## config.mk

```make
export PLATFORM = sky130hd
export DESIGN_NAME = text_to_integer_parser_top
export DESIGN_NICKNAME = d
export VERILOG_FILES = /design/src/hw/rtl/ttip_pkg.sv /design/src/hw/rtl/ttip_front.sv /design/src/hw/rtl/ttip_queue.sv /design/src/hw/rtl/ttip_back.sv /design/src/hw/rtl/text_to_integer_parser_top.sv
export SDC_FILE = /design/constraint.sdc
export NUM_CORES = 1
export LEC_CHECK = 0
export BUFFER_PORTS_ARGS = -buffer_cell sky130_fd_sc_hd__buf_2
export CORE_ASPECT_RATIO = 0.8
export CORE_MARGIN = 1.5
export CORE_UTILIZATION = 30
export DETAILED_ROUTE_END_ITERATION = 6
export PLACE_DENSITY = 0.45
export SYNTH_ARGS = -nofsm -noshare
export SYNTH_HDL_FRONTEND = slang
export SYNTH_SLANG_ARGS = --single-unit
```

## constraint.sdc

```tcl
create_clock -name clock -period 7.5 [get_ports clock]
set_clock_uncertainty 0.2 [all_clocks]
set_input_delay 0.375 -clock clock [delete_from_list [all_inputs] [get_ports clock]]
set_output_delay 0.375 -clock clock [all_outputs]
set_load 0.02 [all_outputs]
```

## src/hw/rtl/ttip_pkg.sv

```systemverilog
`timescale 1ns / 1ps
// ----------------------------------------------------------------------------
// ttip_pkg
// Types, constants and character helpers shared by the text-to-integer parser.
// ----------------------------------------------------------------------------
package ttip_pkg;

   typedef enum logic [2:0] {
      PH_SPACE,
      PH_SIGN,
      PH_ZERO,
      PH_XPEND,
      PH_DIGITS,
      PH_DONE
   } parse_phase_type;

   // classification of one input byte, as carried from front to back
   typedef struct packed {
      logic       terminator;
      logic       is_blank;
      logic       is_minus;
      logic       is_plus;
      logic       is_x;
      logic       is_zero_char;
      logic [5:0] digit;
   } char_class_type;

   localparam logic [5:0]  RADIX_MAX    = 6'd36;
   localparam logic [5:0]  RADIX_ONE    = 6'd1;
   localparam logic [5:0]  RADIX_AUTO   = 6'd0;
   localparam logic [5:0]  RADIX_OCT    = 6'd8;
   localparam logic [5:0]  RADIX_DEC    = 6'd10;
   localparam logic [5:0]  RADIX_HEX    = 6'd16;
   localparam logic [5:0]  DIGIT_NONE   = 6'd36;
   localparam logic [7:0]  CHAR_NUL     = 8'h00;
   localparam logic [7:0]  CHAR_SPACE   = 8'h20;
   localparam logic [7:0]  CHAR_MINUS   = 8'h2D;
   localparam logic [7:0]  CHAR_PLUS    = 8'h2B;
   localparam logic [7:0]  CHAR_ZERO    = 8'h30;
   localparam logic [7:0]  CHAR_NINE    = 8'h39;
   localparam logic [7:0]  CHAR_LOWER_A = 8'h61;
   localparam logic [7:0]  CHAR_LOWER_Z = 8'h7A;
   localparam logic [7:0]  CHAR_UPPER_A = 8'h41;
   localparam logic [7:0]  CHAR_UPPER_Z = 8'h5A;
   localparam logic [7:0]  CHAR_LOWER_X = 8'h78;
   localparam logic [7:0]  CHAR_UPPER_X = 8'h58;
   localparam logic [7:0]  CHAR_TAB     = 8'h09;
   localparam logic [7:0]  CHAR_CR      = 8'h0D;
   localparam logic [15:0] OUT_POS_MAX  = 16'hFFFF;

   // register word index within the configuration space
   localparam logic REG_NUMBER_BASE = 1'b0;

   function automatic logic radix_bad(input logic [5:0] r);
      return (r == RADIX_ONE) || (r > RADIX_MAX);
   endfunction

   function automatic logic [5:0] char_digit(input logic [7:0] c);
      logic [7:0] d;
      d = {2'b00, DIGIT_NONE};
      if (c inside {[CHAR_ZERO:CHAR_NINE]}) begin
         d = c - CHAR_ZERO;
      end else if (c inside {[CHAR_LOWER_A:CHAR_LOWER_Z]}) begin
         d = c - CHAR_LOWER_A + 8'd10;
      end else if (c inside {[CHAR_UPPER_A:CHAR_UPPER_Z]}) begin
         d = c - CHAR_UPPER_A + 8'd10;
      end
      return d[5:0];
   endfunction

endpackage

```

## src/hw/rtl/ttip_front.sv

```systemverilog
`timescale 1ns / 1ps
// ----------------------------------------------------------------------------
// ttip_front
// Accepts input bytes and classifies them for the parse engine.
// ----------------------------------------------------------------------------
module ttip_front (
   input  logic                     req_valid,
   output logic                     req_stall,
   input  logic [7:0]               req_character,
   output logic                     push_valid,
   output ttip_pkg::char_class_type push_data,
   input  logic                     queue_full
);
   import ttip_pkg::*;

   assign req_stall  = queue_full;
   assign push_valid = req_valid && !queue_full;

   always_comb begin
      push_data.terminator   = (req_character == CHAR_NUL);
      push_data.is_blank     = (req_character == CHAR_SPACE) ||
                               (req_character inside {[CHAR_TAB:CHAR_CR]});
      push_data.is_minus     = (req_character == CHAR_MINUS);
      push_data.is_plus      = (req_character == CHAR_PLUS);
      push_data.is_x         = (req_character == CHAR_LOWER_X) ||
                               (req_character == CHAR_UPPER_X);
      push_data.is_zero_char = (req_character == CHAR_ZERO);
      push_data.digit        = char_digit(req_character);
   end

endmodule

```

## src/hw/rtl/ttip_queue.sv

```systemverilog
`timescale 1ns / 1ps
// ----------------------------------------------------------------------------
// ttip_queue
// Two-entry queue of classified items between the front and the parse engine.
// ----------------------------------------------------------------------------
module ttip_queue (
   input  logic                     clock,
   input  logic                     reset,
   input  logic                     push_valid,
   input  ttip_pkg::char_class_type push_data,
   output logic                     full,
   output logic                     pop_valid,
   output ttip_pkg::char_class_type pop_data,
   input  logic                     pop_ready
);
   import ttip_pkg::*;

   char_class_type slot_ff [2];
   logic           wr_ptr_ff, wr_ptr_in;
   logic           rd_ptr_ff, rd_ptr_in;
   logic [1:0]     count_ff, count_in;
   logic           do_pop;

   assign full      = (count_ff == 2'd2);
   assign pop_valid = (count_ff != 2'd0);
   assign pop_data  = slot_ff[rd_ptr_ff];
   assign do_pop    = pop_valid && pop_ready;

   always_comb begin
      wr_ptr_in = push_valid ? !wr_ptr_ff : wr_ptr_ff;
      rd_ptr_in = do_pop ? !rd_ptr_ff : rd_ptr_ff;
      count_in  = count_ff + {1'b0, push_valid} - {1'b0, do_pop};
   end

   always_ff @(posedge clock) begin
      if (reset) begin
         wr_ptr_ff <= 1'b0;
         rd_ptr_ff <= 1'b0;
         count_ff  <= 2'd0;
      end else begin
         wr_ptr_ff <= wr_ptr_in;
         rd_ptr_ff <= rd_ptr_in;
         count_ff  <= count_in;
      end
   end

   always_ff @(posedge clock) begin
      if (push_valid) begin
         slot_ff[wr_ptr_ff] <= push_data;
      end
   end

endmodule

```

## src/hw/rtl/ttip_back.sv

```systemverilog
`timescale 1ns / 1ps
// ----------------------------------------------------------------------------
// ttip_back
// Parse engine: walks the phases, gathers digits and registers the result.
// ----------------------------------------------------------------------------
module ttip_back #(
   parameter int POSITION_BITS = 16
) (
   input  logic                     clock,
   input  logic                     reset,
   input  logic [5:0]               number_base,
   input  logic                     pop_valid,
   input  ttip_pkg::char_class_type pop_data,
   output logic                     pop_ready,
   output logic                     rsp_valid,
   input  logic                     rsp_stall,
   output logic [63:0]              rsp_value,
   output logic                     rsp_overflowed,
   output logic                     rsp_digits_found,
   output logic [15:0]              rsp_stop_position,
   output logic                     rsp_invalid_radix
);
   import ttip_pkg::*;

   localparam int EXT_W = (POSITION_BITS > 16) ? POSITION_BITS : 16;
   localparam logic [POSITION_BITS-1:0] POS_MAX = {POSITION_BITS{1'b1}};

   parse_phase_type           phase_ff, phase_in;
   logic [63:0]               acc_ff, acc_in;
   logic [5:0]                radix_ff, radix_in;
   logic                      neg_ff, neg_in;
   logic                      any_ff, any_in;
   logic                      ovf_ff, ovf_in;
   logic [POSITION_BITS-1:0]  byte_ff, byte_in;
   logic [POSITION_BITS-1:0]  stop_ff, stop_in;

   logic                      rsp_valid_ff, rsp_valid_in;
   logic [63:0]               value_ff, value_in;
   logic                      ovf_out_ff, ovf_out_in;
   logic                      found_ff, found_in;
   logic [15:0]               pos_ff, pos_in;
   logic                      bad_out_ff, bad_out_in;

   char_class_type            cc;
   logic                      step;
   logic                      term_step;
   logic                      begin_body;
   logic                      cfg_bad;
   logic                      cfg_auto;
   logic                      zero_mark;
   logic                      take_en;
   logic [5:0]                take_radix;
   logic                      digit_ok;
   logic                      take_ok;
   logic [69:0]               prod;
   logic [POSITION_BITS-1:0]  pos_inc;
   logic [5:0]                term_radix;
   logic                      term_bad;
   logic [EXT_W-1:0]          stop_ext;

   assign cc        = pop_data;
   // an ending item waits for the result register to free up
   assign pop_ready = !cc.terminator || !rsp_valid_ff || !rsp_stall;
   assign step      = pop_valid && pop_ready;
   assign term_step = step && cc.terminator;

   assign cfg_bad    = radix_bad(number_base);
   assign cfg_auto   = (number_base == RADIX_AUTO);
   assign begin_body = ((phase_ff == PH_SPACE) && !cc.is_blank && !cc.is_minus &&
                        !cc.is_plus) || (phase_ff == PH_SIGN);
   assign zero_mark  = begin_body && !cfg_bad && cfg_auto && cc.is_zero_char;

   always_comb begin
      if (begin_body) begin
         take_radix = cfg_auto ? RADIX_DEC : number_base;
      end else if (phase_ff == PH_XPEND) begin
         take_radix = RADIX_HEX;
      end else begin
         take_radix = radix_ff;
      end
   end

   assign take_en  = (begin_body && !cfg_bad && !zero_mark) ||
                     ((phase_ff == PH_ZERO) && !cc.is_x) ||
                     ((phase_ff == PH_XPEND) && (cc.digit < RADIX_HEX)) ||
                     (phase_ff == PH_DIGITS);
   assign digit_ok = (take_radix >= 6'd2) && (cc.digit < take_radix);
   assign take_ok  = take_en && digit_ok;
   assign prod     = 70'(acc_ff) * 70'(take_radix) + 70'(cc.digit);
   assign pos_inc  = (byte_ff == POS_MAX) ? byte_ff : byte_ff + 1'b1;

   // next phase
   always_comb begin
      phase_in = phase_ff;
      if (step) begin
         if (cc.terminator) begin
            phase_in = PH_SPACE;
         end else begin
            case (phase_ff)
               PH_SPACE, PH_SIGN: begin
                  if (phase_ff == PH_SPACE && cc.is_blank) begin
                     phase_in = PH_SPACE;
                  end else if (phase_ff == PH_SPACE && (cc.is_minus || cc.is_plus)) begin
                     phase_in = PH_SIGN;
                  end else if (cfg_bad) begin
                     phase_in = PH_DONE;
                  end else if (zero_mark) begin
                     phase_in = PH_ZERO;
                  end else begin
                     phase_in = digit_ok ? PH_DIGITS : PH_DONE;
                  end
               end
               PH_ZERO: begin
                  if (cc.is_x) begin
                     phase_in = PH_XPEND;
                  end else begin
                     phase_in = digit_ok ? PH_DIGITS : PH_DONE;
                  end
               end
               PH_XPEND: begin
                  phase_in = take_ok ? PH_DIGITS : PH_DONE;
               end
               PH_DIGITS: begin
                  phase_in = digit_ok ? PH_DIGITS : PH_DONE;
               end
               default: begin
                  phase_in = PH_DONE;
               end
            endcase
         end
      end
   end

   // parse state update
   always_comb begin
      acc_in   = acc_ff;
      radix_in = radix_ff;
      neg_in   = neg_ff;
      any_in   = any_ff;
      ovf_in   = ovf_ff;
      byte_in  = byte_ff;
      stop_in  = stop_ff;
      if (term_step) begin
         acc_in   = '0;
         radix_in = RADIX_AUTO;
         neg_in   = 1'b0;
         any_in   = 1'b0;
         ovf_in   = 1'b0;
         byte_in  = '0;
         stop_in  = '0;
      end else if (step) begin
         byte_in = pos_inc;
         if (phase_ff == PH_SPACE && cc.is_minus) begin
            neg_in = 1'b1;
         end
         if (begin_body) begin
            radix_in = cfg_auto ? (cc.is_zero_char ? RADIX_OCT : RADIX_DEC) : number_base;
         end else if (phase_ff == PH_XPEND && take_ok) begin
            radix_in = RADIX_HEX;
         end
         if (take_ok || zero_mark) begin
            any_in  = 1'b1;
            stop_in = pos_inc;
         end
         if (take_ok && !ovf_ff) begin
            acc_in = prod[63:0];
            ovf_in = (prod[69:64] != 6'd0);
         end
      end
   end

   // result formation
   always_comb begin
      term_radix = (phase_ff == PH_SPACE || phase_ff == PH_SIGN) ? number_base : radix_ff;
      term_bad   = radix_bad(term_radix);
      stop_ext   = EXT_W'(stop_ff);
      if (term_bad) begin
         value_in = '0;
      end else if (ovf_ff) begin
         value_in = '1;
      end else if (neg_ff) begin
         value_in = 64'd0 - acc_ff;
      end else begin
         value_in = acc_ff;
      end
      ovf_out_in = !term_bad && ovf_ff;
      found_in   = !term_bad && any_ff;
      bad_out_in = term_bad;
      if (!found_in) begin
         pos_in = '0;
      end else if (stop_ext > EXT_W'(OUT_POS_MAX)) begin
         pos_in = OUT_POS_MAX;
      end else begin
         pos_in = stop_ext[15:0];
      end
      if (term_step) begin
         rsp_valid_in = 1'b1;
      end else begin
         rsp_valid_in = rsp_valid_ff && rsp_stall;
      end
   end

   always_ff @(posedge clock) begin
      if (reset) begin
         phase_ff     <= PH_SPACE;
         acc_ff       <= '0;
         radix_ff     <= RADIX_AUTO;
         neg_ff       <= 1'b0;
         any_ff       <= 1'b0;
         ovf_ff       <= 1'b0;
         byte_ff      <= '0;
         stop_ff      <= '0;
         rsp_valid_ff <= 1'b0;
      end else begin
         phase_ff     <= phase_in;
         acc_ff       <= acc_in;
         radix_ff     <= radix_in;
         neg_ff       <= neg_in;
         any_ff       <= any_in;
         ovf_ff       <= ovf_in;
         byte_ff      <= byte_in;
         stop_ff      <= stop_in;
         rsp_valid_ff <= rsp_valid_in;
      end
   end

   // hold the result payload until it is taken
   always_ff @(posedge clock) begin
      if (term_step) begin
         value_ff   <= value_in;
         ovf_out_ff <= ovf_out_in;
         found_ff   <= found_in;
         pos_ff     <= pos_in;
         bad_out_ff <= bad_out_in;
      end
   end

   assign rsp_valid         = rsp_valid_ff;
   assign rsp_value         = value_ff;
   assign rsp_overflowed    = ovf_out_ff;
   assign rsp_digits_found  = found_ff;
   assign rsp_stop_position = pos_ff;
   assign rsp_invalid_radix = bad_out_ff;

endmodule

```

## src/hw/rtl/text_to_integer_parser_top.sv

```systemverilog
`timescale 1ns / 1ps
// ----------------------------------------------------------------------------
// text_to_integer_parser_top
// Streaming text to 64-bit integer parser with a number_base register.
// ----------------------------------------------------------------------------
// Throughput: one byte per cycle while req_stall is low; the parse engine does one
// multiply-add a byte. Result path: the ending zero byte is written into the
// two-entry queue, then the parse engine writes the result register; bytes
// waiting in the queue or a stalled result hold the result back.
// Reset: synchronous; clears the queue, the parse state, the pending result
// and number_base (automatic base detection).
module text_to_integer_parser_top #(
   parameter int POSITION_BITS = 16
) (
   input  logic        clock,
   input  logic        reset,
   input  logic        req_valid,
   output logic        req_stall,
   input  logic [7:0]  req_character,
   output logic        rsp_valid,
   input  logic        rsp_stall,
   output logic [63:0] rsp_value,
   output logic        rsp_overflowed,
   output logic        rsp_digits_found,
   output logic [15:0] rsp_stop_position,
   output logic        rsp_invalid_radix,
   input  logic        psel,
   input  logic        penable,
   input  logic        pwrite,
   input  logic [2:0]  paddr,
   input  logic [31:0] pwdata,
   output logic [31:0] prdata,
   output logic        pready
);
   import ttip_pkg::*;

   logic [5:0]     base_ff, base_in;
   logic           csr_write;
   logic           push_valid;
   char_class_type push_data;
   logic           queue_full;
   logic           pop_valid;
   char_class_type pop_data;
   logic           pop_ready;

   assign pready    = 1'b1;
   assign csr_write = psel && penable && pwrite && pready && (paddr[2] == REG_NUMBER_BASE);
   assign base_in   = csr_write ? pwdata[5:0] : base_ff;
   assign prdata    = (paddr[2] == REG_NUMBER_BASE) ? {26'd0, base_ff} : 32'd0;

   always_ff @(posedge clock) begin
      if (reset) begin
         base_ff <= RADIX_AUTO;
      end else begin
         base_ff <= base_in;
      end
   end

   ttip_front u_front (
      .req_valid     (req_valid),
      .req_stall     (req_stall),
      .req_character (req_character),
      .push_valid    (push_valid),
      .push_data     (push_data),
      .queue_full    (queue_full)
   );

   ttip_queue u_queue (
      .clock      (clock),
      .reset      (reset),
      .push_valid (push_valid),
      .push_data  (push_data),
      .full       (queue_full),
      .pop_valid  (pop_valid),
      .pop_data   (pop_data),
      .pop_ready  (pop_ready)
   );

   ttip_back #(
      .POSITION_BITS (POSITION_BITS)
   ) u_back (
      .clock             (clock),
      .reset             (reset),
      .number_base       (base_ff),
      .pop_valid         (pop_valid),
      .pop_data          (pop_data),
      .pop_ready         (pop_ready),
      .rsp_valid         (rsp_valid),
      .rsp_stall         (rsp_stall),
      .rsp_value         (rsp_value),
      .rsp_overflowed    (rsp_overflowed),
      .rsp_digits_found  (rsp_digits_found),
      .rsp_stop_position (rsp_stop_position),
      .rsp_invalid_radix (rsp_invalid_radix)
   );

endmodule

```

==> results.yml <==
clocking:
  cts.sinks: 227
  cts_tree: "done"
  cts_buffers: 30
  root_buffer: "clkbuf_16"
  htree_levels: 1
  cts_buffer_depth: 3
  clock_latency_ns: 0.61
  clk_pin_slew_ns: 0.07
placed_design:
  gp_congestion: 0.880
  dp_hpwl_microns: 53200
  pre_cts_slack_ns: 0.0780
  io_buffer_count: 112
finish:
  regArea_sq_mm: 0.00562
  multiInputGateArea_sq_mm: 0.0175
  area_delta_synth_final_pct: 12.7
  fin_util_pct: 34.4
  nNetsFinal: 3180
  fill_cells: 8135
  drive_above_1_share_pct: 11.2
worst_setup_path:
  crit_buf_inv: 4
  start_kind: "register"
  cpPeakStageDelay_ns: 0.55
  crit_path_max_fanout: 23
  cp.required_ns: 7.80
  cp.arrival_ns: 7.45
  crit_family: "adder cells"
  path_cells: "mux2i_2 > o211ai_1 > and2_1 > a22o_2 > buf_4 > buf_6 > and2_1 > fa_1 > fa_1 > fa_1 > ha_1 > ha_1 > a21oi_1 > o21ai_0 > and4_1 > o31a_1 > a211oi_1 > buf_4 > o31a_1 > nor4b_1 > buf_4 > a211o_1 > nor4_2 > a31oi_1"
  end_kind: "register"
  worst-setup-path-type: "reg -> reg"
  crit_slowest_cell: "fa_1"
detailed_routing:
  drtAntennaViolNets: 0
  wl_microns: 71000
  dr.pass1.iters: 5
  vias_per_cell: 5.11
  route.detailed.drc: 0
  wl_per_cell_microns: 18.8
  drtIter0Drc: 1146
  num_vias: 19300
floorplanning:
  initial_core_util_pct: 30.5
  die_w_microns: 321
  coreArea_sq_mm: 0.0793
  floorplan.die_area_sq_mm: 0.0824
  rows: 92
  die-height_microns: 257
  io_pins: 168
status:
  status: "finished, final reports clean"
sta:
  fmax_ghz: 0.140
  final_max_slew_viol_count: 0
  setup_ws_ns: 0.353
  fin_crit_ns: 7.15
  period_share_pct: 95.3
  hold_viol: 0
  finalSetupViolations: 0
  worst_slew_pin_slew_ns: 1.13
  worst_hold_slack_ns: 0.0520
  maxSlewHeadroom_pct: 24.3
hold_path:
  hold_path_class: "in -> reg"
global_routing:
  antenna_found_initial: 3
  grt_usage_pct: 17.3
  grt_pass1_vias: 19900
  use_met1_pct: 26.8
  grt_pass1_wl_microns: 114000
  gr-max-usage-layer: "met1"
  met2_usage_pct: 25.1
  grt_overflow: 0
  grt_max_degree: 73
  met3_usage_pct: 2.27
yosys:
  synthFlopType: "dfxtp_1"
  ys_ff_latch: 227
  synth_cell_type_count: 75
  async_flop_share_pct: 0
  yosysTopAreaCellShare_pct: 20.8
  yosysTopAreaCell: "fa_1"
  syn_inst: 2654
  synthTopCellsByArea: "fa_1, edfxtp_1, dfxtp_1"
  syn_avg_cell_area_sq_um: 9.12
  synth-warning-count: 0
  yosysSeqAreaShare_pct: 23.2
  syn_area_sq_mm: 0.0242
  synth_edf_count: 107
job:
  max-cap-violations: 0
pwr:
  power_density_mw_per_mm2: 187
  leakage_nw: 12.6
  vdd_drop_max_mv: 0.196
where the power goes:
| group | internal [mW] | switching [mW] | leakage (nW) |
|---|---|---|---|
| clock network | 0.947 | 0.642 | 0.507 |
| registers | 1.50 | 0.0863 | 1.99 |
| logic | 0.529 | 1.40 | 10.1 |
sequential cells by signal (all words and copies together) (netlist names), named ones only:
register and flops:
base_ff 6, u_back.acc_ff 64, u_back.any_ff 1, u_back.byte_ff 16
u_back.neg_ff 1, u_back.ovf_ff 1, u_back.phase_ff 3, u_back.radix_ff 6
u_back.rsp_digits_found 1, u_back.rsp_invalid_radix 1, u_back.rsp_overflowed 1, u_back.rsp_stop_position 16
u_back.rsp_valid 1, u_back.rsp_value 64, u_back.stop_ext 16, u_queue.count_ff 2
u_queue.rd_ptr_ff 1, u_queue.slot_ff 24, u_queue.wr_ptr_ff 1
synth_stat cells, drive strengths merged, types with 10 or more instances:
cell type	count
a211oi	24
a21o	35
nor4	11
ha	165
or2	16
o21a	15
buf	50
nor2b	16
and3	32
edfxtp	107
o41ai	13
o21bai	13
clkbuf	161
a21oi	220
inv	96
nor3	36
o31ai	26
or3	16
nor2	147
a31oi	17
xor2	90
mux2i	20
or4	14
fa	252
o211ai	10
xnor2	55
dfxtp	120
nand2b	16
nand2	236
nand4	28
and2	367
nand3	46
o21ai	88
metal layers:
layer / wire length [microns] / share of wire (%)
met4: 1170 / 1.6
met2: 29100 / 41
met5: 0 / 0
met1: 36900 / 52
met3: 3880 / 5.5
repair_timing:
action                     4_1_cts  5_1_grt
buffers inserted                 0        1
setup endpoints to repair        0       22
hold endpoints to repair        24        0
gates resized for setup          0       17
hold buffers                    21        0
cells by family (layout without fill, tap and decap cells):
family | Yosys count | after routing | share of synthesized area, %
other | 2 | 28 | 0.0310
AND/OR/NAND/NOR | 1008 | 1008 | 22.1
buffers and inverters | 307 | 365 | 5.31
flip-flops | 227 | 227 | 23.2
XOR/XNOR | 145 | 145 | 5.25
AO/OA/AOI/OAI | 519 | 519 | 13.5
multiplexers | 29 | 29 | 1.25
adder cells (fa/ha/maj) | 417 | 417 | 29.4
worst paths after layout:
| path | from | endpoint | slack (ns) | depth (start not counted) |
|---|---|---|---|---|
| max reg2reg | register | u_back.ovf_ff | 0.35 | 24 |
| min | req_character[5] | u_queue.slot_ff[0][6] | 0.05 | 3 |
| max | register | u_back.ovf_ff | 0.35 | 24 |
| min reg2reg | u_back.neg_ff | u_back.neg_ff | 0.27 | 2 |
cell usage in the layout (no fill, tap or decap), drive strengths merged, types with 17 or more instances in the layout:
cell type / n
xnor2: 55
a21o: 35
nor2: 147
o21ai: 88
and2: 367
dfxtp: 120
inv: 98
xor2: 90
a31oi: 17
o31ai: 26
nand4: 28
edfxtp: 107
nand2: 236
and3: 32
a211oi: 24
ha: 165
nor3: 36
buf: 192
fa: 252
nand3: 46
dlygate4sd3: 21
a21oi: 220
conb: 27
clkbuf: 32
mux2i: 20
worst min-delay path, cell delays in order:
cell and delay (ns):
buf_2 0.13, nand3_1 0.10, nor3_1 0.08
metrics by stage:
stage	std cells	power [mW]	instance area [sq um]	TNS, ns
after detailed placement	3693	3.52	25900	0
after floorplan	2679	2.77	24300	0
after global routing	3771	5.38	27300	-0.0214
final	3772	5.10	27300	0
after CTS	3770	5.14	27200	0
after global placement	3693	3.49	25900	0
cell type report:
type / instances / area share, %
tap: 1034 / 4.74
clock inverter: 24 / 1.18
timing repair buffer: 213 / 5.13
sequential: 227 / 20.6
clock buffer: 32 / 2.78
inverter: 96 / 1.32
multi-input combinational: 2145 / 64.3
antenna: 1 / 0.00917
Note: power is estimated with default switching activity, not from simulation.
